==> config.mk <==
export PLATFORM = sky130hd
export DESIGN_NAME = cfgsp_ctrl
export DESIGN_NICKNAME = d
export VERILOG_FILES = /design/src/rtl/assert_macros.svh /design/src/rtl/cfgsp_pkg.sv /design/src/rtl/cfgsp_ctrl.sv
export SDC_FILE = /design/constraint.sdc
export NUM_CORES = 1
export LEC_CHECK = 0
export BUFFER_PORTS_ARGS = -buffer_cell sky130_fd_sc_hd__buf_2
export CORE_UTILIZATION = 45
export DETAILED_ROUTE_END_ITERATION = 10
export PLACE_DENSITY = 0.79
export SYNTH_ARGS = -nofsm -noshare
export SYNTH_HDL_FRONTEND = slang
export SYNTH_SLANG_ARGS = --single-unit
==> constraint.sdc <==
create_clock -name i_clk -period 3.2 [get_ports i_clk]
set_input_delay 0.16 -clock i_clk [delete_from_list [all_inputs] [get_ports i_clk]]
set_output_delay 0.16 -clock i_clk [all_outputs]
set_load 0.05 [all_outputs]
==> src/rtl/assert_macros.svh <==
// assertion macros used by the top-level rtl file, pci_config_space_port.sv
// no dependencies; the macros expand to nothing in synthesis
`ifndef ASSERT_MACROS_SVH
`define ASSERT_MACROS_SVH
`ifndef SYNTHESIS
`define ASSERT_IMPL(label, clk, rst_n, a, b) \
    label: assert property (@(posedge clk) disable iff (!(rst_n)) (a) |-> (b)) \
        else $error("assertion failed");
`define ASSERT_NEXT(label, clk, rst_n, a, b) \
    label: assert property (@(posedge clk) disable iff (!(rst_n)) (a) |=> (b)) \
        else $error("assertion failed");
`else
`define ASSERT_IMPL(label, clk, rst_n, a, b)
`define ASSERT_NEXT(label, clk, rst_n, a, b)
`endif
`endif

==> src/rtl/cfgsp_pkg.sv <==
// shared types, constants and tables of the configuration port
// no dependencies
`default_nettype none
package cfgsp_pkg;
    localparam int DEV_COUNT = 3;
    localparam int CFG_BYTES = 256;           // power of two, offsets wrap by mask
    localparam int OFF_W     = $clog2(CFG_BYTES);
    localparam int DEV_W     = (DEV_COUNT > 1) ? $clog2(DEV_COUNT) : 1;
    localparam int MEM_DEPTH = DEV_COUNT * CFG_BYTES;
    localparam int MEM_AW    = DEV_W + OFF_W;

    localparam logic [2:0] PORT_ADDR  = 3'd0;
    localparam logic [2:0] PORT_UNDEF = 3'd1;
    localparam logic [2:0] PORT_RSV2  = 3'd2;
    localparam logic [2:0] PORT_RSV3  = 3'd3;
    localparam logic       MODE_READ  = 1'b0;
    localparam logic       MODE_WRITE = 1'b1;
    localparam logic [7:0] OFF_HDR    = 8'h0e;

    typedef struct packed {
        logic clr;
        logic take;
        logic imm;
        logic hdr_rd;
        logic hdr_cap;
        logic wr_byte;
        logic rd_issue;
        logic rd_cap;
        logic out_load;
    } t_cmd;

    typedef struct packed {
        logic clr_last;
        logic imm;
        logic is_wr;
        logic last_byte;
    } t_status;

    function automatic logic [31:0] width_mask(input logic [2:0] size);
        logic [31:0] m;
        unique case (size)
            3'd1:    m = 32'h0000_00ff;
            3'd2:    m = 32'h0000_ffff;
            3'd3:    m = 32'h00ff_ffff;
            default: m = 32'hffff_ffff;
        endcase
        return m;
    endfunction

    function automatic logic writable(input logic [7:0] off, input logic std_hdr);
        logic ro;
        ro = (off <= 8'h03) || (off >= 8'h08 && off <= 8'h0b) || off == 8'h0e ||
             off == 8'h3d;
        if (std_hdr)
            ro = ro || (off >= 8'h10 && off <= 8'h27) || (off >= 8'h30 && off <= 8'h33);
        else
            ro = ro || (off >= 8'h38 && off <= 8'h3b);
        return !ro;
    endfunction

    // power-up image: device in upper address bits, byte offset below
    function automatic logic [7:0] init_byte(input logic [MEM_AW-1:0] a);
        logic [7:0] v;
        logic [DEV_W-1:0] d;
        logic [OFF_W-1:0] o;
        d = a[MEM_AW-1:OFF_W];
        o = a[OFF_W-1:0];
        v = 8'h00;
        if (32'(d) == 0) begin
            priority case (o)
                8'h00: v = 8'h86;  8'h01: v = 8'h80;  8'h02: v = 8'h37;
                8'h03: v = 8'h12;  8'h08: v = 8'h02;  8'h0b: v = 8'h06;
                default: v = 8'h00;
            endcase
        end else if (32'(d) == 1) begin
            priority case (o)
                8'h00: v = 8'h86;  8'h01: v = 8'h80;  8'h02: v = 8'h10;
                8'h03: v = 8'h70;  8'h0a: v = 8'h01;  8'h0b: v = 8'h01;
                8'h41: v = 8'h80;  8'h43: v = 8'h80;  8'h20: v = 8'h01;
                8'h21: v = 8'hc0;  8'h04: v = 8'h01;
                default: v = 8'h00;
            endcase
        end else if (32'(d) == 2) begin
            priority case (o)
                8'h00: v = 8'h86;  8'h01: v = 8'h80;  8'h03: v = 8'h70;
                8'h0a: v = 8'h01;  8'h0b: v = 8'h06;  8'h0e: v = 8'h80;
                8'h04: v = 8'h07;  8'h07: v = 8'h02;  8'h4c: v = 8'h4d;
                8'h4e: v = 8'h03;  8'h60: v = 8'h80;  8'h69: v = 8'h02;
                8'h70: v = 8'h80;  8'h76: v = 8'h0c;  8'h77: v = 8'h0c;
                8'h78: v = 8'h02;  8'ha0: v = 8'h08;  8'ha8: v = 8'h0f;
                default: v = 8'h00;
            endcase
        end
        return v;
    endfunction
endpackage
`default_nettype wire

==> src/rtl/cfgsp_ctrl.sv <==
// sequencer of the configuration port: clear sweep, decode, byte steps, result
// depends on cfgsp_pkg
`default_nettype none
module cfgsp_ctrl (
    input  wire logic             i_clk,
    input  wire logic             i_rst_n,
    input  wire logic             i_valid,
    output logic                  o_ready,
    output logic                  o_valid,
    input  wire logic             i_ready,
    input  wire cfgsp_pkg::t_status i_status,
    output cfgsp_pkg::t_cmd       o_cmd
);
    import cfgsp_pkg::*;

    typedef enum logic [8:0] {
        S_CLR  = 9'b000000001,
        S_IDLE = 9'b000000010,
        S_DEC  = 9'b000000100,
        S_HDR  = 9'b000001000,
        S_HCAP = 9'b000010000,
        S_WR   = 9'b000100000,
        S_RISS = 9'b001000000,
        S_RCAP = 9'b010000000,
        S_DONE = 9'b100000000
    } t_state;

    t_state r_state, n_state;
    logic   r_valid, n_valid;

    always_comb begin
        n_state = r_state;
        o_cmd   = '0;
        unique case (r_state)
            S_CLR: begin
                o_cmd.clr = 1'b1;
                if (i_status.clr_last) n_state = S_IDLE;
            end
            S_IDLE: begin
                if (i_valid) begin
                    o_cmd.take = 1'b1;
                    n_state    = S_DEC;
                end
            end
            S_DEC: begin
                if (i_status.imm) begin
                    o_cmd.imm = 1'b1;
                    n_state   = S_DONE;
                end else if (i_status.is_wr) begin
                    n_state = S_HDR;
                end else begin
                    n_state = S_RISS;
                end
            end
            S_HDR: begin
                o_cmd.hdr_rd = 1'b1;
                n_state      = S_HCAP;
            end
            S_HCAP: begin
                o_cmd.hdr_cap = 1'b1;
                n_state       = S_WR;
            end
            S_WR: begin
                o_cmd.wr_byte = 1'b1;
                if (i_status.last_byte) n_state = S_DONE;
            end
            S_RISS: begin
                o_cmd.rd_issue = 1'b1;
                n_state        = S_RCAP;
            end
            S_RCAP: begin
                o_cmd.rd_cap = 1'b1;
                n_state      = i_status.last_byte ? S_DONE : S_RISS;
            end
            S_DONE: begin
                if (!r_valid || i_ready) begin
                    o_cmd.out_load = 1'b1;
                    n_state        = S_IDLE;
                end
            end
            default: n_state = S_CLR;
        endcase
    end

    always_comb begin
        n_valid = r_valid;
        if (o_cmd.out_load)       n_valid = 1'b1;
        else if (r_valid && i_ready) n_valid = 1'b0;
    end

    always_ff @(posedge i_clk) begin
        if (!i_rst_n) begin
            r_state <= S_CLR;
            r_valid <= 1'b0;
        end else begin
            r_state <= n_state;
            r_valid <= n_valid;
        end
    end

    assign o_ready = (r_state == S_IDLE);
    assign o_valid = r_valid;
endmodule
`default_nettype wire

==> results.py, run 1 <==
metrics = {
    "yosys": {
        "yosysWarnings": 0,
        "ys_seq_area_share_pct": 24.4,
        "ys_ff_latch": 10,
        "synth_cells": 91,
        "synth_nets": 99,
        "synth_top_area_share_pct": 24.4,
        "syn_area_um2": 820,
        "synth_enable_flop_cells": 0,
        "syn_avg_cell_area_um2": 9.01,
        "synth.distinct_cells": 44,
        "yosys-top-cells-area": "dfxtp_1 24%, buf_6 4.1%, and4_2 3.7%",
        "synth_flop_cell": "dfxtp_1",
        "synthDominantAreaCellType": "dfxtp_1",
        "async_flop_share_pct": 0,
    },
    "cts": {
        "clockBufferDepth": 2,
        "cts-resized-gates": 0,
        "post-cts-setup-buffers": 0,
        "clock-root-buffer": "clkbuf_4",
        "clock_latency_ps": 270,
        "ctsHoldBuffers": 0,
        "cts_sinks": 10,
        "numCtsBuffers": 3,
        "clk_pin_slew_ps": 70,
        "cts_tree": "done",
        "htree_levels": 1,
    },
    "floorplanning": {
        "io_pins": 19,
        "initial_core_util_pct": 48.0,
        "die_w_um": 44.7,
        "fp.dieH_um": 44.7,
        "die-area_mm2": 0.00200,
        "coreArea_mm2": 0.00171,
        "num_rows": 15,
    },
    "sta": {
        "max_freq_ghz": 0.508,
        "hold_viol": 0,
        "rsz0062_at_grt": "false",
        "fin_skew_ps": 1.88,
        "worst_pin_slew_ps": 524,
        "drv_slew": 0,
        "tns_ps": 0,
        "period_share_pct": 61.5,
        "setup_viol": 0,
        "post-route-min-period_ps": 1970,
        "slew_headroom_pct": 65.1,
    },
    "worst_setup_path": {
        "worstPathMaxFanout": 10,
        "r2r_cells": 4,
        "critPathKind": "reg2out",
        "critPathTopFamily": "simple AND/OR/NAND/NOR gates",
        "critPathSlowestCell": "dfxtp_1",
        "path_buf_inv": 1,
        "timing.rr.start": "r_state[1]",
        "crit_chain": "nor4_4 > and2_2 > nand3_1 > nor2b_1 > buf_2",
        "cp_data_required_time_ps": 3040,
        "crit_path_end_kind": "primary output",
        "arrival_ps": 1810,
        "rr_endpoint": "r_state[8]",
        "max_stage_delay_ps": 420,
        "reg2reg_setup_slack_ps": 1560,
        "cp-start-kind": "register",
    },
    "hold_path": {
        "hold_depth": 3,
        "min_to": "r_state[3]",
        "worstHoldPathType": "in2reg",
        "hold_start": "i_status[1]",
    },
    "cells_and_area": {
        "drive_gt1_share_pct": 39.0,
        "final.fill_count": 164,
        "final_cell_mix": "18 x buf_2, 10 x dfxtp_1, 8 x nor2_1",
        "nets": 114,
        "diodes": 0,
        "seqCellArea_um2": 200,
        "layout_commonest_cell": "buf_2",
        "multi_input_area_um2": 539,
        "syn_to_final_growth_pct": 10.8,
    },
    "global_routing": {
        "grt_pass1_wl_um": 2840,
        "antenna_found_initial": 0,
        "groute.usage.overall_pct": 20.3,
        "overflow": 0,
        "grt_pass1_vias": 649,
        "grt_max_degree": 11,
    },
    "pwr": {
        "switchingPower_mw": 0.247,
        "switching_share_pct": 43.9,
        "p_seq_share_pct": 30.9,
        "p_comb_share_pct": 48.2,
        "clkPwrFrac_pct": 20.9,
        "p_int_mw": 0.315,
        "p_leak_nw": 0.411,
        "ir_drop_v": 0.000598,
        "power_mw": 0.563,
        "p_per_area_mw_per_mm2": 619,
    },
    "placement": {
        "place_hpwl_um": 1350,
        "place_congestion": 0.857,
        "port_buffers": 18,
    },
    "detailed_routing": {
        "drcViolationCount": 0,
        "drtIter0Drc": 19,
        "avgViaCountPerCell": 5.52,
        "antenna_left": 0,
        "drt-total-wl_um": 1720,
        "vias": 717,
        "drt-pass1-iter-count": 4,
        "detail_route.wl_per_cell_um": 13.3,
    },
    "flow_run": {
        "cap_violations": 0,
    },
    "run_status": {
        "status": "complete, no violations",
    },
}
[worst max-delay path by stage]
stage | startpoint | to | slack [ps] | cells after the start
after floorplan | r_state[0] | r_state[7] | 1180 | 5
after global placement | r_state[1] | o_cmd[0] | 1570 | 5
after detailed placement | r_state[1] | o_cmd[0] | 1510 | 5
after CTS | r_state[1] | o_cmd[0] | 1210 | 5
after global routing | r_state[1] | o_cmd[0] | 1070 | 5
final | r_state[1] | o_cmd[0] | 1230 | 5
[cells by family (layout without fill, tap and decap cells)]
kind of cell              Yosys count  count (layout)  share of synthesized area, %
buffers and inverters              11              25                          9.77
muxes                               1               1                          1.22
xor gates and xnor gates            4               4                          4.28
AOI/OAI and AO/OA                  11              11                          13.1
DFF                                10              10                          24.4
and+or+nand+nor                    54              54                          47.2
[registers in the layout, summed over array words and instances, names as in the netlist]
signal / count
o_valid: 1
r_state: 9
[power by group through the flow]
stage	sequential (mW)	clock (mW)	combinational [mW]
floorplan	0.146	0	0.273
global placement	0.173	0	0.266
detailed placement	0.176	0	0.272
CTS	0.173	0.120	0.273
global route	0.178	0.128	0.295
finish	0.174	0.118	0.271
[synth_stat cells, types with 3 or more instances]
master    number
inv_1          3
nor2_1         8
nand2b_1       3
and2_1         3
xor2_1         3
buf_4          4
buf_6          3
nand2_1        4
dfxtp_1       10
nand3_1        3
and3_1         3
and4_2         3
[per-stage QoR]
stage                     std cells  hold slack (ps)  util [%]  setup slack, ps  area [µm²]
after floorplan                  91              274         -             1180         820
after global placement          126              397      51.1             1570         872
after detailed placement        126              400      51.1             1510         872
after CTS                       130              108      53.2             1210         908
after global routing            130              118      53.2             1070         908
final                           130              111      53.2             1230         908
[area by class of cell]
| cell class | instances | share of cell area [%] |
|---|---|---|
| Sequential cell | 10 | 22.0 |
| Timing Repair Buffer | 18 | 9.92 |
| Inverter | 3 | 1.24 |
| Clock buffer | 4 | 3.99 |
| Tap cell | 25 | 3.44 |
| Multi-Input combinational cell | 70 | 59.4 |
[routing by layer]
layer  vias up  track usage (%)  part of all wire [%]
li1        363                -                     -
met1       335             24.1                    46
met2        16             32.6                    49
met3         3             4.90                   3.7
met4         0             12.7                   1.7
met5         -                0                     0
[tightest hold or removal path, cell delays in order]
cell	delay, ps
buf_2	110
nand2_1	50
nor2_1	30
(Power assumes the default switching activity.)
==> run 2: changes to the inputs <==
==> constraint.sdc (replaced) <==
create_clock -name i_clk -period 2.1 [get_ports i_clk]
set_input_delay 0.105 -clock i_clk [delete_from_list [all_inputs] [get_ports i_clk]]
set_output_delay 0.105 -clock i_clk [all_outputs]
set_load 0.05 [all_outputs]
==> results.py, run 2 (synthesis results as in run 1) <==
metrics = {
    "sta": {
        "rsz0062_at_grt": "false",
        "fin_skew_ps": 7.70,
        "drv_slew": 0,
        "slew_headroom_pct": 65.7,
        "hold_viol": 0,
        "post-route-min-period_ps": 1950,
        "period_share_pct": 92.9,
        "setup_viol": 0,
        "worst_pin_slew_ps": 515,
        "max_freq_ghz": 0.513,
        "tns_ps": 0,
    },
    "floorplanning": {
        "die-area_mm2": 0.00200,
        "coreArea_mm2": 0.00171,
        "die_w_um": 44.7,
        "fp.dieH_um": 44.7,
        "initial_core_util_pct": 48.0,
        "num_rows": 15,
        "io_pins": 19,
    },
    "cells_and_area": {
        "final_cells": 130,
        "utilization_pct": 53.2,
        "diodes": 0,
        "nets": 114,
        "final_cell_mix": "18 x buf_2, 10 x dfxtp_1, 8 x nor2_1",
        "layout_commonest_cell": "buf_2",
        "top_register": "r_state",
        "largest_reg_flops": 9,
        "final.fill_count": 157,
        "drive_gt1_share_pct": 39.0,
        "syn_to_final_growth_pct": 10.8,
    },
    "cts": {
        "post-cts-setup-buffers": 0,
        "clock-root-buffer": "clkbuf_4",
        "cts-resized-gates": 0,
        "clock_latency_ps": 280,
        "clockBufferDepth": 2,
        "clk_pin_slew_ps": 80,
        "htree_levels": 1,
        "cts_sinks": 10,
        "cts_tree": "done",
        "numCtsBuffers": 3,
        "ctsHoldBuffers": 0,
    },
    "global_routing": {
        "grt_pass1_vias": 638,
        "groute.usage.overall_pct": 19.3,
        "grt_pass1_wl_um": 2750,
        "antenna_found_initial": 0,
        "overflow": 0,
        "grt_max_degree": 11,
    },
    "worst_setup_path": {
        "reg2reg_setup_slack_ps": 430,
        "r2r_cells": 4,
        "worstPathMaxFanout": 8,
        "arrival_ps": 1850,
        "timing.rr.start": "r_state[7]",
        "rr_endpoint": "r_state[6]",
        "critPathKind": "reg2out",
        "crit_path_end_kind": "primary output",
        "cp_data_required_time_ps": 2000,
        "cp-start-kind": "register",
    },
    "detailed_routing": {
        "drtIter0Drc": 23,
        "wl_met1_um": 821,
        "met3_length_um": 64,
        "top_layer_used": "met4",
        "drcViolationCount": 0,
        "dr_wl_met2_um": 882,
        "drt-pass1-iter-count": 4,
        "drt-total-wl_um": 1800,
        "avgViaCountPerCell": 5.59,
        "vias": 727,
        "antenna_left": 0,
        "detail_route.wl_per_cell_um": 13.8,
    },
    "hold_path": {
        "hold_start": "i_status[1]",
        "hold_depth": 3,
        "worstHoldPathType": "in2reg",
        "min_to": "r_state[3]",
    },
    "pwr": {
        "ir_drop_v": 0.000796,
        "p_per_area_mw_per_mm2": 957,
        "p_leak_nw": 0.411,
    },
    "placement": {
        "port_buffers": 18,
        "placed_cells": 126,
        "place_hpwl_um": 1400,
        "place_congestion": 0.866,
    },
    "run_status": {
        "status": "complete, no violations",
    },
    "flow_run": {
        "cap_violations": 0,
    },
}
## run 2: cell counts in the layout (fill, tap and decap cells not counted)
Identical to the previous run, type by type.
## run 2: final cells by class
| type | instances | area (µm²) | share of cell area, % |
|---|---|---|---|
| Clock buffer | 4 | 36.3 | 3.99 |
| Inverter | 3 | 11.3 | 1.24 |
| Multi-Input combinational cell | 70 | 539 | 59.4 |
| Sequential cell | 10 | 200 | 22.0 |
| Tap cell | 25 | 31.3 | 3.44 |
| Timing Repair Buffer | 18 | 90.1 | 9.92 |
## run 2: metal layers
layer | vias up | GRT usage, %
li1 | 363 | -
met5 | - | 0
met1 | 339 | 23.2
met2 | 20 | 33.8
met3 | 5 | 2.45
met4 | 0 | 9.09
## run 2: worst max-delay path by stage
stage | start | to | slack, ps | depth (start not counted)
global placement | r_state[7] | r_state[6] | 470 | 4
finish | r_state[0] | o_cmd[2] | 150 | 4
floorplan | r_state[0] | r_state[7] | 80 | 5
CTS | r_state[0] | o_cmd[0] | 160 | 5
detailed placement | r_state[7] | r_state[6] | 410 | 4
global route | r_state[7] | o_cmd[4] | 60 | 5
## run 2: metrics by stage
step	power, mW	area, µm²	hold slack, ps	worst slack (ps)
detailed placement	0.691	872	350	407
global route	0.909	908	58.6	58.4
floorplan	0.638	820	219	84.0
CTS	0.865	908	64.9	161
global placement	0.678	872	338	466
finish	0.869	908	49.7	149
## run 2: critical path: stages (launching register included)
cell and delay, ps:
dfxtp_1 410, nor4_4 460, nand2_1 180, nor3b_2 230, buf_2 290
## run 2: power by group
part / total, mW / internal [mW] / switching (mW)
Clock: 0.182 / 0.106 / 0.0767
Sequential: 0.265 / 0.210 / 0.0547
Combinational: 0.422 / 0.165 / 0.257
==> run 3: changes to the inputs <==
--- a/config.mk
+++ b/config.mk
@@ -6,9 +6,11 @@
 export NUM_CORES = 1
 export LEC_CHECK = 0
 export BUFFER_PORTS_ARGS = -buffer_cell sky130_fd_sc_hd__buf_2
-export CORE_UTILIZATION = 45
+export CELL_PAD_IN_SITES_DETAIL_PLACEMENT = 2
+export CELL_PAD_IN_SITES_GLOBAL_PLACEMENT = 2
+export CORE_UTILIZATION = 31
 export DETAILED_ROUTE_END_ITERATION = 10
-export PLACE_DENSITY = 0.79
+export PLACE_DENSITY = 0.87
 export SYNTH_ARGS = -nofsm -noshare
 export SYNTH_HDL_FRONTEND = slang
 export SYNTH_SLANG_ARGS = --single-unit
==> results.py, run 3 (synthesis results as in run 1) <==
metrics = {
    "detailed_routing": {
        "drtIter0Drc": 12,
        "avgViaCountPerCell": 5.60,
        "drt-total-wl_um": 2490,
        "vias": 762,
        "drt-pass1-iter-count": 4,
        "met3_length_um": 50,
        "drcViolationCount": 0,
        "detail_route.wl_per_cell_um": 18.3,
        "top_layer_used": "met4",
        "wl_met1_um": 1150,
        "dr_wl_met2_um": 1270,
        "antenna_left": 0,
    },
    "floorplanning": {
        "die-area_mm2": 0.00285,
        "coreArea_mm2": 0.00248,
        "initial_core_util_pct": 33.1,
        "die_w_um": 53.4,
        "fp.dieH_um": 53.4,
        "num_rows": 18,
        "io_pins": 19,
    },
    "placement": {
        "place_hpwl_um": 1890,
        "dpl-instance-area_um2": 878,
        "port_buffers": 18,
        "place_congestion": 0.896,
    },
    "cells_and_area": {
        "syn_to_final_growth_pct": 12.1,
        "layout_commonest_cell": "buf_2",
        "final.fill_count": 291,
        "nets": 116,
        "diodes": 0,
        "utilization_pct": 37.1,
        "drive_gt1_share_pct": 39.6,
        "top_register": "r_state",
        "largest_reg_flops": 9,
        "final_cell_mix": "17 x buf_2, 10 x dfxtp_1, 8 x nor2_1",
        "fin_area_um2": 918,
    },
    "worst_setup_path": {
        "crit_path_end_kind": "primary output",
        "cp_data_required_time_ps": 2000,
        "critPathKind": "reg2out",
        "worstPathMaxFanout": 9,
        "path_buf_inv": 1,
        "cp-start-kind": "register",
        "critPathTopFamily": "simple AND/OR/NAND/NOR gates",
        "max_stage_delay_ps": 460,
        "critPathSlowestCell": "nor4_4",
        "arrival_ps": 1890,
        "crit_chain": "nor4_4 > nand2_1 > nor3b_2 > buf_2",
    },
    "sta": {
        "slew_headroom_pct": 69.2,
        "tns_ps": 0,
        "hold_viol": 0,
        "post-route-min-period_ps": 2000,
        "rsz0062_at_grt": "false",
        "setup_viol": 0,
        "drv_slew": 0,
        "fin_skew_ps": 13.2,
        "max_freq_ghz": 0.501,
        "worst_pin_slew_ps": 461,
        "period_share_pct": 95.0,
    },
    "hold_path": {
        "worstHoldPathType": "in2reg",
    },
    "cts": {
        "clock_latency_ps": 270,
        "clk_pin_slew_ps": 70,
        "numCtsBuffers": 3,
        "clock-root-buffer": "clkbuf_4",
        "ctsHoldBuffers": 0,
        "cts_tree": "done",
        "cts_sinks": 10,
        "clockBufferDepth": 2,
        "htree_levels": 1,
    },
    "pwr": {
        "p_leak_nw": 0.415,
        "power_mw": 0.852,
        "ir_drop_v": 0.000501,
        "p_per_area_mw_per_mm2": 928,
    },
    "global_routing": {
        "overflow": 0,
        "antenna_found_initial": 0,
        "grt_max_degree": 11,
        "grt_pass1_vias": 756,
        "grt_pass1_wl_um": 3800,
        "groute.usage.overall_pct": 18.8,
    },
    "flow_run": {
        "cap_violations": 0,
    },
    "run_status": {
        "status": "complete, no violations",
    },
}
-- run 3: routing by layer --
metal / global-route usage [%] / vias up
met1: 23.9 / 386
li1: - / 364
met4: 7.89 / 0
met5: 0 / -
met2: 32.5 / 10
met3: 0.862 / 2
-- run 3: worst paths after layout --
kind	from	endpoint	slack [ps]	cells past startpoint
min	i_status[3]	r_state[0]	130	3
min reg2reg	o_valid	o_valid	520	2
max reg2reg	r_state[5]	r_state[8]	230	5
max	r_state[5]	o_cmd[2]	100	4
-- run 3: layout make-up --
| cell class | instances | area, µm² | area share (%) |
|---|---|---|---|
| multi-input combinational | 70 | 539 | 58.7 |
| sequential | 10 | 200 | 21.8 |
| timing repair buffer | 20 | 108 | 11.7 |
| tap | 30 | 37.5 | 4.09 |
| clock buffer | 3 | 22.5 | 2.45 |
| inverter | 3 | 11.3 | 1.23 |
-- run 3: tightest hold or removal path, cell delays in order --
cell	delay [ps]
buf_2	110
inv_1	50
a211o_1	110
-- run 3: report_power, final --
group | internal (mW) | switching [mW] | total [mW]
Clock | 0.0661 | 0.0676 | 0.134
Combinational | 0.179 | 0.271 | 0.449
Sequential | 0.210 | 0.0591 | 0.269
-- run 3: metrics by stage --
step                cells  hold WS (ps)  setup slack [ps]
detailed placement    131           351               352
CTS                   134           108              86.0
global placement      131           341               404
floorplan              91           219              84.0
finish                136           127               105
global route          136           114              10.5
-- run 3: repair_timing --
action	CTS	global route
gates resized for setup	0	1
endpoints found under the setup margin	0	1
endpoints found under the hold margin	0	0
buffers inserted	0	2
